$ cat src/sqtone_pkg.sv
package sqtone_pkg;

   // Command codes carried in req_tuser
   typedef enum logic [1:0] {
      CMD_START = 2'd0,
      CMD_STOP  = 2'd1,
      CMD_TICK  = 2'd2
   } cmd_type;

   // Register map
   localparam int CSR_ADDR_W = 1;
   localparam int CSR_DATA_W = 7;
   localparam logic [CSR_ADDR_W-1:0] CSR_VOLUME = 1'd0;
   localparam logic [CSR_ADDR_W-1:0] CSR_AMP    = 1'd1;

   localparam logic [6:0]  VOL_MAX     = 7'd100;
   localparam logic [6:0]  VOL_RESET   = 7'd100;
   // 28000 / 100, full scale per volume percent
   localparam logic [8:0]  AMP_PER_PCT = 9'd280;

   localparam logic [15:0] FREQ_MIN = 16'd100;
   localparam logic [15:0] FREQ_MAX = 16'd5000;
   localparam logic [15:0] DUR_MAX  = 16'd2000;

   localparam int          MS_PER_S = 1000;
   localparam int          MS_REM_W = 10;   // holds SAMPLE_RATE % 1000
   // floor(2^32 / 1000)
   localparam logic [22:0] MS_RECIP = 23'd4294967;

   typedef struct packed {
      cmd_type     cmd;
      logic [15:0] tone_hz;
      logic [15:0] tone_ms;
      logic        sink_accepted;
   } item_type;

   // Packed so that sample sits in the low bits
   typedef struct packed {
      logic [15:0]        completed_count;
      logic [15:0]        rejected_count;
      logic               underrun;
      logic               playing;
      logic               start_accepted;
      logic               sample_valid;
      logic signed [15:0] sample;
   } rsp_type;

   localparam int RSP_W   = $bits(rsp_type);
   localparam int RSP_PAD = 56 - RSP_W;

endpackage

$ cat src/sqtone_core.sv
module sqtone_core
   import sqtone_pkg::*;
(
   input  logic                  clock,
   input  logic                  reset,
   input  logic                  step_en,
   input  item_type              item,
   input  logic [31:0]           step_calc,
   input  logic [15:0]           count_calc,
   input  logic                  csr_we,
   input  logic [CSR_ADDR_W-1:0] csr_addr,
   input  logic [CSR_DATA_W-1:0] csr_wdata,
   output rsp_type               result
);

   logic [31:0] phase_ff, phase_in;
   logic [31:0] step_ff, step_in;
   logic [15:0] left_ff, left_in;
   logic [15:0] rej_ff, rej_in;
   logic [15:0] done_ff, done_in;
   logic        playing_ff, playing_in;
   logic        under_ff, under_in;
   logic [6:0]  vol_ff, vol_in;
   logic        amp_ff, amp_in;

   logic [14:0] amp_level;
   logic [15:0] left_dec;
   logic        start_bad;

   always_comb begin
      amp_level = 15'(vol_ff * AMP_PER_PCT);
      left_dec  = left_ff - 16'd1;
      start_bad = !amp_ff || playing_ff ||
                  (item.tone_hz < FREQ_MIN) || (item.tone_hz > FREQ_MAX) ||
                  (item.tone_ms == 16'd0) || (item.tone_ms > DUR_MAX);

      phase_in   = phase_ff;
      step_in    = step_ff;
      left_in    = left_ff;
      rej_in     = rej_ff;
      done_in    = done_ff;
      playing_in = playing_ff;
      under_in   = under_ff;
      vol_in     = vol_ff;
      amp_in     = amp_ff;

      result = '0;

      if (step_en) begin
         unique case (item.cmd)
            CMD_START: begin
               if (start_bad) begin
                  rej_in = rej_ff + 16'd1;
               end else begin
                  phase_in              = '0;
                  step_in               = step_calc;
                  left_in               = count_calc;
                  playing_in            = (count_calc != '0);
                  under_in              = 1'b0;
                  result.start_accepted = (count_calc != '0);
               end
            end
            CMD_STOP: begin
               left_in    = '0;
               playing_in = 1'b0;
            end
            CMD_TICK: begin
               if (playing_ff && (left_ff != '0)) begin
                  result.sample_valid = 1'b1;
                  result.sample       = phase_ff[31] ? 16'({1'b0, amp_level})
                                                     : 16'(-{1'b0, amp_level});
                  phase_in = phase_ff + step_ff;
                  if (item.sink_accepted) begin
                     left_in = left_dec;
                     // last sample taken ends the tone
                     if (left_dec == '0) begin
                        playing_in = 1'b0;
                        done_in    = done_ff + 16'd1;
                     end
                  end else begin
                     under_in = 1'b1;
                  end
               end
            end
            default: ;
         endcase
      end

      result.playing         = playing_in;
      result.underrun        = under_in;
      result.rejected_count  = rej_in;
      result.completed_count = done_in;

      // the user must issue register writes only while no beat is in flight; the core does not enforce this
      if (csr_we) begin
         unique case (csr_addr)
            CSR_VOLUME: vol_in = (csr_wdata > VOL_MAX) ? VOL_MAX : csr_wdata;
            CSR_AMP: begin
               amp_in = csr_wdata[0];
               if (!csr_wdata[0]) begin
                  left_in    = '0;
                  playing_in = 1'b0;
               end
            end
            default: ;
         endcase
      end
   end

   always_ff @(posedge clock) begin
      if (reset) begin
         phase_ff   <= '0;
         step_ff    <= '0;
         left_ff    <= '0;
         rej_ff     <= '0;
         done_ff    <= '0;
         playing_ff <= 1'b0;
         under_ff   <= 1'b0;
         vol_ff     <= VOL_RESET;
         amp_ff     <= 1'b0;
      end else begin
         phase_ff   <= phase_in;
         step_ff    <= step_in;
         left_ff    <= left_in;
         rej_ff     <= rej_in;
         done_ff    <= done_in;
         playing_ff <= playing_in;
         under_ff   <= under_in;
         vol_ff     <= vol_in;
         amp_ff     <= amp_in;
      end
   end

   a_playing_has_count: assert property (@(posedge clock) disable iff (reset)
      playing_ff |-> (left_ff != '0))
      else $error("tone playing with zero samples left");

   a_tick_advances_phase: assert property (@(posedge clock) disable iff (reset)
      (step_en && (item.cmd == CMD_TICK) && playing_ff)
      |=> (phase_ff == $past(phase_ff) + $past(step_ff)))
      else $error("phase did not advance on tick");

   a_volume_saturated: assert property (@(posedge clock) disable iff (reset)
      vol_ff <= VOL_MAX)
      else $error("volume above full scale");

endmodule

$ cat src/square_tone_generator.sv
// Square-wave test-tone generator. Each req beat carries a command in tuser
// (start, stop or sample tick) and its arguments in tdata; each one produces
// exactly one rsp beat with the tick's PCM sample (if any) and the current
// status and wrap-around counters. A start is checked (amplifier on, idle,
// 100..5000 Hz, 1..2000 ms) and sets a 32-bit phase step of
// freq * 2^32 / SAMPLE_RATE and a sample count of SAMPLE_RATE * ms / 1000.
// Throughput is one beat per clock while the rsp side keeps up. From req accept,
// a beat passes the input register, then three register stages that evaluate
// both constant divides (split into exact part and remainder, reciprocal
// multiply, back-multiply); the one-step correction and the tone-state update
// then feed the rsp output register. The tone state updates once per beat, so
// back-to-back starts and ticks see each other's effect. A stalled rsp side
// fills the internal stages before req_tready drops. Register writes on csr_*
// take effect on the next edge and must only be issued while no beat is in
// flight.
module square_tone_generator
   import sqtone_pkg::*;
#(
   parameter int SAMPLE_RATE = 16000
) (
   input  logic                  clock,
   input  logic                  reset,
   // req: tdata = tone_hz[15:0], tone_ms[31:16], sink_accepted[32]
   input  logic                  req_tvalid,
   output logic                  req_tready,
   input  logic [39:0]           req_tdata,
   input  logic [1:0]            req_tuser,   // command[1:0]
   // rsp: tdata = sample[15:0], sample_valid[16], start_accepted[17],
   //      playing[18], underrun[19], rejected_count[35:20],
   //      completed_count[51:36]
   output logic                  rsp_tvalid,
   input  logic                  rsp_tready,
   output logic [55:0]           rsp_tdata,
   // register write port
   input  logic                  csr_we,
   input  logic [CSR_ADDR_W-1:0] csr_addr,
   input  logic [CSR_DATA_W-1:0] csr_wdata
);

   // 2^32 = SAMPLE_RATE * StepQuot + StepRem
   localparam logic [63:0] Two32    = 64'h1_0000_0000;
   localparam int          RemW     = $clog2(SAMPLE_RATE);
   localparam int          RateW    = RemW + 1;          // holds < 2*SAMPLE_RATE
   localparam logic [31:0] StepQuot = 32'(Two32 / 64'(SAMPLE_RATE));
   localparam logic [RemW-1:0] StepRem = RemW'(Two32 % 64'(SAMPLE_RATE));
   localparam int          XW       = 16 + RemW;
   // SAMPLE_RATE = 1000 * DurHi + DurLo
   localparam int          DurHiW   = $clog2(SAMPLE_RATE / MS_PER_S + 1);
   localparam logic [DurHiW-1:0]   DurHi = DurHiW'(SAMPLE_RATE / MS_PER_S);
   localparam logic [MS_REM_W-1:0] DurLo = MS_REM_W'(SAMPLE_RATE % MS_PER_S);
   localparam int          YW       = 16 + MS_REM_W;

   typedef struct packed {
      item_type    item;
      logic [31:0] hi;     // freq * StepQuot
      logic [XW-1:0] x;    // freq * StepRem, still to be divided
      logic [15:0] dl;     // dur * DurHi
      logic [YW-1:0] y;    // dur * DurLo, still to be divided by 1000
   } s2_type;

   typedef struct packed {
      item_type    item;
      logic [31:0] hi;
      logic [XW-1:0] x;
      logic [15:0] qx;     // estimate, may be one low
      logic [15:0] dl;
      logic [YW-1:0] y;
      logic [15:0] qy;
   } s3_type;

   typedef struct packed {
      item_type    item;
      logic [31:0] hi;
      logic [15:0] qx;
      logic [RateW-1:0] rx;
      logic [15:0] dl;
      logic [15:0] qy;
      logic [MS_REM_W:0] ry;
   } s4_type;

   logic     v1_ff, v2_ff, v3_ff, v4_ff, rsp_valid_ff;
   item_type p1_ff, p1_in;
   s2_type   p2_ff, p2_in;
   s3_type   p3_ff, p3_in;
   s4_type   p4_ff, p4_in;
   rsp_type  rsp_ff, rsp_in;

   logic rdy1, rdy2, rdy3, rdy4, out_move;

   logic [XW+31:0]        qx_prod;
   logic [YW+22:0]        qy_prod;
   logic [31:0]           qx_sr;
   logic [YW-1:0]         qy_ms;
   logic [31:0]           step_calc;
   logic [15:0]           count_calc;

   // Stall chain: a stage loads whenever it is empty or its beat moves on.
   assign out_move   = !rsp_valid_ff || rsp_tready;
   assign rdy4       = !v4_ff || out_move;
   assign rdy3       = !v3_ff || rdy4;
   assign rdy2       = !v2_ff || rdy3;
   assign rdy1       = !v1_ff || rdy2;
   assign req_tready = rdy1;

   always_comb begin
      p1_in.cmd           = cmd_type'(req_tuser);
      p1_in.tone_hz       = req_tdata[15:0];
      p1_in.tone_ms       = req_tdata[31:16];
      p1_in.sink_accepted = req_tdata[32];

      // stage 2: split both quotients into an exact part and a remainder
      p2_in.item = p1_ff;
      p2_in.hi   = 32'(p1_ff.tone_hz * StepQuot);
      p2_in.x    = XW'(p1_ff.tone_hz * StepRem);
      p2_in.dl   = 16'(p1_ff.tone_ms * DurHi);
      p2_in.y    = YW'(p1_ff.tone_ms * DurLo);

      // stage 3: reciprocal estimates, never high and at most one low
      qx_prod     = (XW+32)'(p2_ff.x) * (XW+32)'(StepQuot);
      qy_prod     = (YW+23)'(p2_ff.y) * (YW+23)'(MS_RECIP);
      p3_in.item  = p2_ff.item;
      p3_in.hi    = p2_ff.hi;
      p3_in.x     = p2_ff.x;
      p3_in.qx    = 16'(qx_prod >> 32);
      p3_in.dl    = p2_ff.dl;
      p3_in.y     = p2_ff.y;
      p3_in.qy    = 16'(qy_prod >> 32);

      // stage 4: remainders of the estimates
      qx_sr       = 32'(p3_ff.qx) * 32'(SAMPLE_RATE);
      qy_ms       = YW'(32'(p3_ff.qy) * 32'(MS_PER_S));
      p4_in.item  = p3_ff.item;
      p4_in.hi    = p3_ff.hi;
      p4_in.qx    = p3_ff.qx;
      p4_in.rx    = RateW'(32'(p3_ff.x) - qx_sr);
      p4_in.dl    = p3_ff.dl;
      p4_in.qy    = p3_ff.qy;
      p4_in.ry    = (MS_REM_W+1)'(p3_ff.y - qy_ms);

      // correction step, consumed by the state update
      step_calc  = p4_ff.hi + 32'(p4_ff.qx)
                 + 32'(p4_ff.rx >= RateW'(SAMPLE_RATE));
      count_calc = p4_ff.dl + p4_ff.qy
                 + 16'(p4_ff.ry >= (MS_REM_W+1)'(MS_PER_S));
   end

   sqtone_core u_core (
      .clock      (clock),
      .reset      (reset),
      .step_en    (v4_ff && out_move),
      .item       (p4_ff.item),
      .step_calc  (step_calc),
      .count_calc (count_calc),
      .csr_we     (csr_we),
      .csr_addr   (csr_addr),
      .csr_wdata  (csr_wdata),
      .result     (rsp_in)
   );

   // valid bits
   always_ff @(posedge clock) begin
      if (reset) begin
         v1_ff        <= 1'b0;
         v2_ff        <= 1'b0;
         v3_ff        <= 1'b0;
         v4_ff        <= 1'b0;
         rsp_valid_ff <= 1'b0;
      end else begin
         if (rdy1) v1_ff <= req_tvalid;
         if (rdy2) v2_ff <= v1_ff;
         if (rdy3) v3_ff <= v2_ff;
         if (rdy4) v4_ff <= v3_ff;
         if (out_move) rsp_valid_ff <= v4_ff;
      end
   end

   // payload, no reset
   always_ff @(posedge clock) begin
      if (rdy1) p1_ff <= p1_in;
      if (rdy2) p2_ff <= p2_in;
      if (rdy3) p3_ff <= p3_in;
      if (rdy4) p4_ff <= p4_in;
      if (out_move) rsp_ff <= rsp_in;
   end

   assign rsp_tvalid = rsp_valid_ff;
   assign rsp_tdata  = {{RSP_PAD{1'b0}}, rsp_ff};

   a_start_means_playing: assert property (@(posedge clock) disable iff (reset)
      (rsp_valid_ff && rsp_ff.start_accepted) |-> rsp_ff.playing)
      else $error("accepted start not reported as playing");

   a_start_no_sample: assert property (@(posedge clock) disable iff (reset)
      rsp_valid_ff |-> !(rsp_ff.start_accepted && rsp_ff.sample_valid))
      else $error("start beat carries a sample");

   a_idle_sample_zero: assert property (@(posedge clock) disable iff (reset)
      (rsp_valid_ff && !rsp_ff.sample_valid) |-> (rsp_ff.sample == '0))
      else $error("sample nonzero without sample_valid");

endmodule

$ cat config.mk
export PLATFORM = sky130hd
export DESIGN_NAME = square_tone_generator
export DESIGN_NICKNAME = d
export VERILOG_FILES = /design/src/sqtone_pkg.sv /design/src/sqtone_core.sv /design/src/square_tone_generator.sv
export SDC_FILE = /design/constraint.sdc
export NUM_CORES = 1
export LEC_CHECK = 0
export CAP_MARGIN = 20
export CORE_MARGIN = 3
export CORE_UTILIZATION = 33
export CTS_BUF_LIST = sky130_fd_sc_hd__clkbuf_16
export CTS_CLUSTER_DIAMETER = 50
export CTS_CLUSTER_SIZE = 14
export DETAILED_ROUTE_END_ITERATION = 16
export DONT_BUFFER_PORTS = 1
export GPL_TIMING_DRIVEN = 0
export SYNTH_ARGS = -nofsm -noshare
export SYNTH_HDL_FRONTEND = slang
export SYNTH_SLANG_ARGS = --single-unit
export TNS_END_PERCENT = 10
$ cat constraint.sdc
create_clock -name clock -period 9.02 [get_ports clock]
set_clock_uncertainty 0.15 [all_clocks]
set_input_delay 1.353 -clock clock [delete_from_list [all_inputs] [get_ports clock]]
set_output_delay 1.353 -clock clock [all_outputs]
set_load 0.005 [all_outputs]
Yosys cells after proc, flatten, opt, wreduce, memory -nomap -nowiden:

Cells that the tools add are included.

* register bits: 528
* bits of input ports: 55
* word-level logic and storage cells: 145

* add/sub/neg operators: 8
* multiply operators: 5
* $lt $le $gt $ge: 5
* equal/unequal tests: 4
* muxes and demuxes: 36
* bitwise operators: 6
* reduce and logical (&&, ||, !) cells: 32

Operators by type and width (number)
* $mux W16: 16
* $mux W32: 2
* $pmux W32 S2: 1
* $pmux W16 S3: 1
* $mul A22 B19 Y41 const B: 1
* $add A16 B1 Y16 const B: 2
* $add A32 B1 Y32: 1
* $add A32 B16 Y32: 1
* $add A32 B32 Y32: 1
* $logic_not A16 Y1: 2
* $mul A16 B19 Y32 const B: 1
* $reduce_bool A16 Y1: 2
* $mul A16 B6 Y22 const B: 1
* $mux W17: 1
* $gt A16 B11 Y1 const B: 1
* $gt A16 B13 Y1 const B: 1
* $lt A16 B7 Y1 const B: 1
* $mul A16 B7 Y8 const B: 1
* $neg A15 Y16: 1
* $sub A16 B1 Y16 const B: 1
* $ge A15 B14 Y1 const B: 1
* $sub A15 B15 Y15: 1
* $mul A7 B6 Y12 const B: 1
* $mux W1: 12
* other kinds (19): 42

Depth between registers and ports, before layout:

* word-level depth: 12
* gate-level depth with buffers: 23
* depth with buffers taken out: 23

Cells and area by module:

A second synthesis with hierarchy kept.

* cells, all modules: 2737
* area total of the unflattened synthesis: 31111.1 um^2

Modules (own cells, without submodules)
* square_tone_generator: times used 1, cells an instance 1710, area each 22914.5 um^2, sequential area each 10580.1 um^2
* sqtone_core: times used 1, cells an instance 1027, area each 8196.6 um^2, sequential area each 2442.3 um^2

Worst setup path after synthesis:

Ideal clock, no wire load.

* kind: flip-flop to flip-flop
* start point: register p1_ff[31] in the netlist's numbering
* end point: register p2_ff[102] in the netlist's numbering (data pin)
* arrival: 5.466 ns
* required time: 8.612 ns
* setup slack: 3.146 ns
* stages on the path, launching flop included: 22
* buffers on the path: 0
* period minus slack after synthesis: 5.874 ns
* cell sequence: edfxtp_1 -> inv_1 -> ha_1 -> inv_1 -> fa_1 -> fa_1 -> inv_1 -> fa_1 -> inv_1 -> fa_1 -> fa_1 -> ha_1 -> o21a_1 -> o21ai_0 -> nand2_1 -> o2111ai_1 -> nand2_1 -> and3_1 -> a221oi_1 -> o2111ai_1 -> a21oi_1 -> xnor2_1

RTL lines
* start: declaration: RTL line square_tone_generator.sv:82 `item_type p1_ff, p1_in;`
* start signal: assignment: RTL line square_tone_generator.sv:179 `if (rdy1) p1_ff <= p1_in;`
* end signal: assignment: RTL line square_tone_generator.sv:180 `if (rdy2) p2_ff <= p2_in;`
* end: declaration: RTL line square_tone_generator.sv:83 `s2_type p2_ff, p2_in;`

==> flow_summary_export.csv <==
group,metric,value,unit
detailed_routing,routed_via_density,4.67,
global_route,grt_max_degree,74,
worst_setup_path,critical_path_class,"reg -> reg",
detailed_routing,routed_vias,18500,
flow_run,max_cap_viol_count,0,
detailed_routing,ant_nets,0,
global_route,track_usage,12.7,%
place,gp_congestion,0.830,
worst_setup_path,cpMaxStageDelayCell,"sky130_fd_sc_hd__edfxtp_1",
global_route,antenna_found_initial,0,
sta,finalCriticalPeriod,6.66,ns
sta,setup_violations,0,
clocking,cts_made_buffers,55,
worst_setup_path,cp_data_arrival_time,6.84,ns
sta,maxClockFrequency,150,MHz
worst_setup_path,reg2reg_from,"p1_ff[18]",
detailed_routing,firstDrtPassIters,5,
sta,hold_violations,0,
layout,fin_nets,3388,
yosys,postSynth.topFlopCell,"sky130_fd_sc_hd__edfxtp_1",
min_path,worst_hold_startpoint,"p2_ff[94]",
sta,postLayoutSetupSlackWorst,2.36,ns
worst_setup_path,worst_setup_path_start_kind,"flop",
worst_setup_path,slowest_delay,0.65,ns
worst_setup_path,r2r_end,"p2_ff[102]",
floorplanning,core_region_area,90800,µm²
sta,timing_max_transition_violations_final,0,
global_route,grt_overflow_total,0,
place,port_buffers,0,
detailed_routing,post_drt_wl_per_cell,15.2,µm
worst_setup_path,worstPathCellList,"ha_1, ha_1, inv_1, fa_1, fa_1, inv_1, ha_1, inv_1, fa_1, inv_1, ha_1, a211o_1, a211oi_1, a221oi_1, nor4_1, nand3_1, and3_1, a221oi_1, o2111ai_1, a21oi_1, xnor2_1",
yosys,syn-mean-instance-area,11.4,µm²
yosys,yosysUniqueCellTypes,89,
floorplanning,floorplan.die_area,96000,µm²
clocking,cts_post_setup_buffers_inserted,0,
layout,area_growth,11.3,%
worst_setup_path,worst-r2r-cell-count,21,
sta,tightest_slew,0.946,ns
worst_setup_path,worst-path-max-fanout,9,
sta,slew-limit-headroom,36.9,%
floorplanning,start_util,33.5,%
clocking,clock_sinks,473,
place,place_worst_setup_slack,2.35,ns
worst_setup_path,critPathRequiredTime,9.20,ns
clocking,ctsHtreeMaxLevel,2,
detailed_routing,drt_first_iter_violations,1226,
clocking,cts_resized,0,
clocking,clockRootBuffer,"sky130_fd_sc_hd__clkbuf_16",
run_status,status,"finished clean",
layout,layout-drive-gt1-share,4.95,%
clocking,cts.clk_slew.worst_paths,0.07,ns
clocking,cts_tree,"yes",
detailed_routing,remaining_drc_errors,0,
clocking,cts.hold.buffers_added,0,
floorplanning,fp.dieW,310,µm
yosys,synth_edf_count,346,
min_path,hold_ep,"p3_ff[126]",
worst_setup_path,r2r_slack,2.36,ns
global_route,first_global_vias,18600,
worst_setup_path,path_buf_inv,4,
floorplanning,die_height,310,µm
yosys,ys_ff_latch,473,
sta,timing.setup.tns,0,ns
place,numPlacedInstances,3864,
yosys,sequential_cell_area_fraction_in_the_yosys_report,42.4,%
worst_setup_path,endpoint_kind,"flop",
yosys,mappedNetlistArea,30500,µm²
worst_setup_path,crit_family,"adder cells",
yosys,yosys_warns,0,
min_path,whs_path_depth,0,
floorplanning,floorplan.rows,110,
floorplanning,num_ports,113,
layout,num_antenna_cells,0,
place,dpl.hpwl,46700,µm
sta,post_route_clock_period_utilization,73.8,%
sta,setup_repair_after_global_routing_missed_its_margin,"false",
global_route,grt_pass1_wl,97700,µm
yosys,synth_async_sr_flop_share,0,%
min_path,worstHoldPathType,"reg -> reg",
detailed_routing,routed_wl,60100,µm
clocking,clockBufferDepth,3,
clocking,clk_latency,0.63,ns
yosys,synthesis.instances,2677,
layout,final-instance-count-excl-fill,3964,
## worst max-delay path by stage
stage | cells past startpoint | to | start | slack, ns
2_1_floorplan | 21 | p2_ff[102] | p1_ff[31] | 3.15
3_3_place_gp | 21 | p2_ff[102] | p1_ff[18] | 2.29
3_5_place_dp | 21 | p2_ff[102] | p1_ff[19] | 2.35
4_1_cts | 21 | p2_ff[102] | p1_ff[19] | 2.30
5_1_grt | 21 | p2_ff[102] | p1_ff[18] | 2.06
6_report | 21 | p2_ff[102] | p1_ff[18] | 2.36
## state kept, by name (all words and copies together), names as in the netlist, 7 cells and up
register	flops
u_core.done_ff	16
u_core.phase_ff	32
p1_ff	35
u_core.vol_ff	7
p2_ff	85
u_core.rej_ff	16
rsp_tdata	49
p3_ff	87
u_core.left_ff	16
p4_ff	90
u_core.step_ff	32
## stage by stage
step	cell area, µm²	hold WS (ns)	util (%)
6_report	33900	0.220	37.3
5_1_grt	33900	0.216	37.3
4_1_cts	33900	0.222	37.3
3_5_place_dp	32100	0.255	35.4
3_3_place_gp	32000	0.251	35.2
2_1_floorplan	30500	0.250	-
## layer usage
| metal | global-route usage [%] | routed length [µm] |
|---|---|---|
| met1 | 17.5 | 29200 |
| met2 | 20.6 | 27200 |
| met3 | 2.18 | 2360 |
| met4 | 3.72 | 1380 |
| met5 | 0 | 0 |
## final cells by class
type | count | area [µm²]
clock inverter | 43 | 384
clock buffer | 57 | 1430
timing repair buffer | 5 | 123
tap | 1176 | 1470
inverter | 399 | 1500
buffer | 44 | 199
multi-input combinational | 1767 | 15900
sequential | 473 | 12900
fill | 8934 | 56900
## Yosys cell counts, types with 14 or more instances
library cell | instances | area share (%)
sky130_fd_sc_hd__nor2b_1 | 45 | 0.92
sky130_fd_sc_hd__nand2b_1 | 17 | 0.35
sky130_fd_sc_hd__clkbuf_1 | 31 | 0.38
sky130_fd_sc_hd__xnor2_1 | 116 | 3.3
sky130_fd_sc_hd__o21bai_1 | 15 | 0.37
sky130_fd_sc_hd__ha_1 | 421 | 17
sky130_fd_sc_hd__nand2_1 | 116 | 1.4
sky130_fd_sc_hd__a21o_1 | 48 | 1.2
sky130_fd_sc_hd__nand3_1 | 47 | 0.77
sky130_fd_sc_hd__nand4_1 | 19 | 0.39
sky130_fd_sc_hd__and3_1 | 28 | 0.57
sky130_fd_sc_hd__o21a_1 | 16 | 0.39
sky130_fd_sc_hd__fa_1 | 167 | 11
sky130_fd_sc_hd__a21oi_1 | 124 | 2.0
sky130_fd_sc_hd__dfxtp_1 | 127 | 8.3
sky130_fd_sc_hd__inv_1 | 397 | 4.9
sky130_fd_sc_hd__o21ai_0 | 62 | 1.0
sky130_fd_sc_hd__nor2_1 | 184 | 2.3
sky130_fd_sc_hd__xor2_1 | 57 | 1.6
sky130_fd_sc_hd__a211oi_1 | 29 | 0.71
sky130_fd_sc_hd__nor3_1 | 35 | 0.57
sky130_fd_sc_hd__a22o_1 | 14 | 0.40
sky130_fd_sc_hd__a22oi_1 | 22 | 0.54
sky130_fd_sc_hd__edfxtp_1 | 346 | 34
## cell usage in the layout (no fill, tap or decap), types with 17 or more instances in the layout
| cell type | instances |
|---|---|
| sky130_fd_sc_hd__dfxtp_1 | 127 |
| sky130_fd_sc_hd__nor2_1 | 184 |
| sky130_fd_sc_hd__a22oi_1 | 22 |
| sky130_fd_sc_hd__inv_1 | 409 |
| sky130_fd_sc_hd__a21oi_1 | 124 |
| sky130_fd_sc_hd__xor2_1 | 57 |
| sky130_fd_sc_hd__o21ai_0 | 62 |
| sky130_fd_sc_hd__edfxtp_1 | 346 |
| sky130_fd_sc_hd__a211oi_1 | 29 |
| sky130_fd_sc_hd__nand3_1 | 46 |
| sky130_fd_sc_hd__clkbuf_16 | 57 |
| sky130_fd_sc_hd__xnor2_1 | 116 |
| sky130_fd_sc_hd__nor2b_1 | 45 |
| sky130_fd_sc_hd__nand4_1 | 19 |
| sky130_fd_sc_hd__and3_1 | 28 |
| sky130_fd_sc_hd__nand2_1 | 114 |
| sky130_fd_sc_hd__ha_1 | 421 |
| sky130_fd_sc_hd__nor3_1 | 35 |
| sky130_fd_sc_hd__clkbuf_1 | 31 |
| sky130_fd_sc_hd__fa_1 | 167 |
| sky130_fd_sc_hd__a21o_1 | 48 |
| sky130_fd_sc_hd__nand2b_1 | 17 |
## kinds of logic after synthesis
group / synth area share (%)
compound gates: 9.00
other cells: 0.0123
flops: 42.4
simple gates: 9.39
mux: 0.209
xor+xnor: 5.13
buf+inv: 5.57
fa+ha+maj: 28.3
## worst register-to-register path, cell delays in order, from the launching register on
cell and delay [ns]:
sky130_fd_sc_hd__edfxtp_1 0.65, sky130_fd_sc_hd__ha_1 0.49, sky130_fd_sc_hd__ha_1 0.33, sky130_fd_sc_hd__inv_1 0.06, sky130_fd_sc_hd__fa_1 0.46, sky130_fd_sc_hd__fa_1 0.49, sky130_fd_sc_hd__inv_1 0.04, sky130_fd_sc_hd__ha_1 0.26
sky130_fd_sc_hd__inv_1 0.05, sky130_fd_sc_hd__fa_1 0.56, sky130_fd_sc_hd__inv_1 0.05, sky130_fd_sc_hd__ha_1 0.38, sky130_fd_sc_hd__a211o_1 0.29, sky130_fd_sc_hd__a211oi_1 0.24, sky130_fd_sc_hd__a221oi_1 0.16, sky130_fd_sc_hd__nor4_1 0.36
sky130_fd_sc_hd__nand3_1 0.15, sky130_fd_sc_hd__and3_1 0.23, sky130_fd_sc_hd__a221oi_1 0.48, sky130_fd_sc_hd__o2111ai_1 0.21, sky130_fd_sc_hd__a21oi_1 0.20, sky130_fd_sc_hd__xnor2_1 0.10
Power is left out: the tool's default activity adds up to more than one toggle a clock period on the data nets, which glitch-free logic cannot reach.
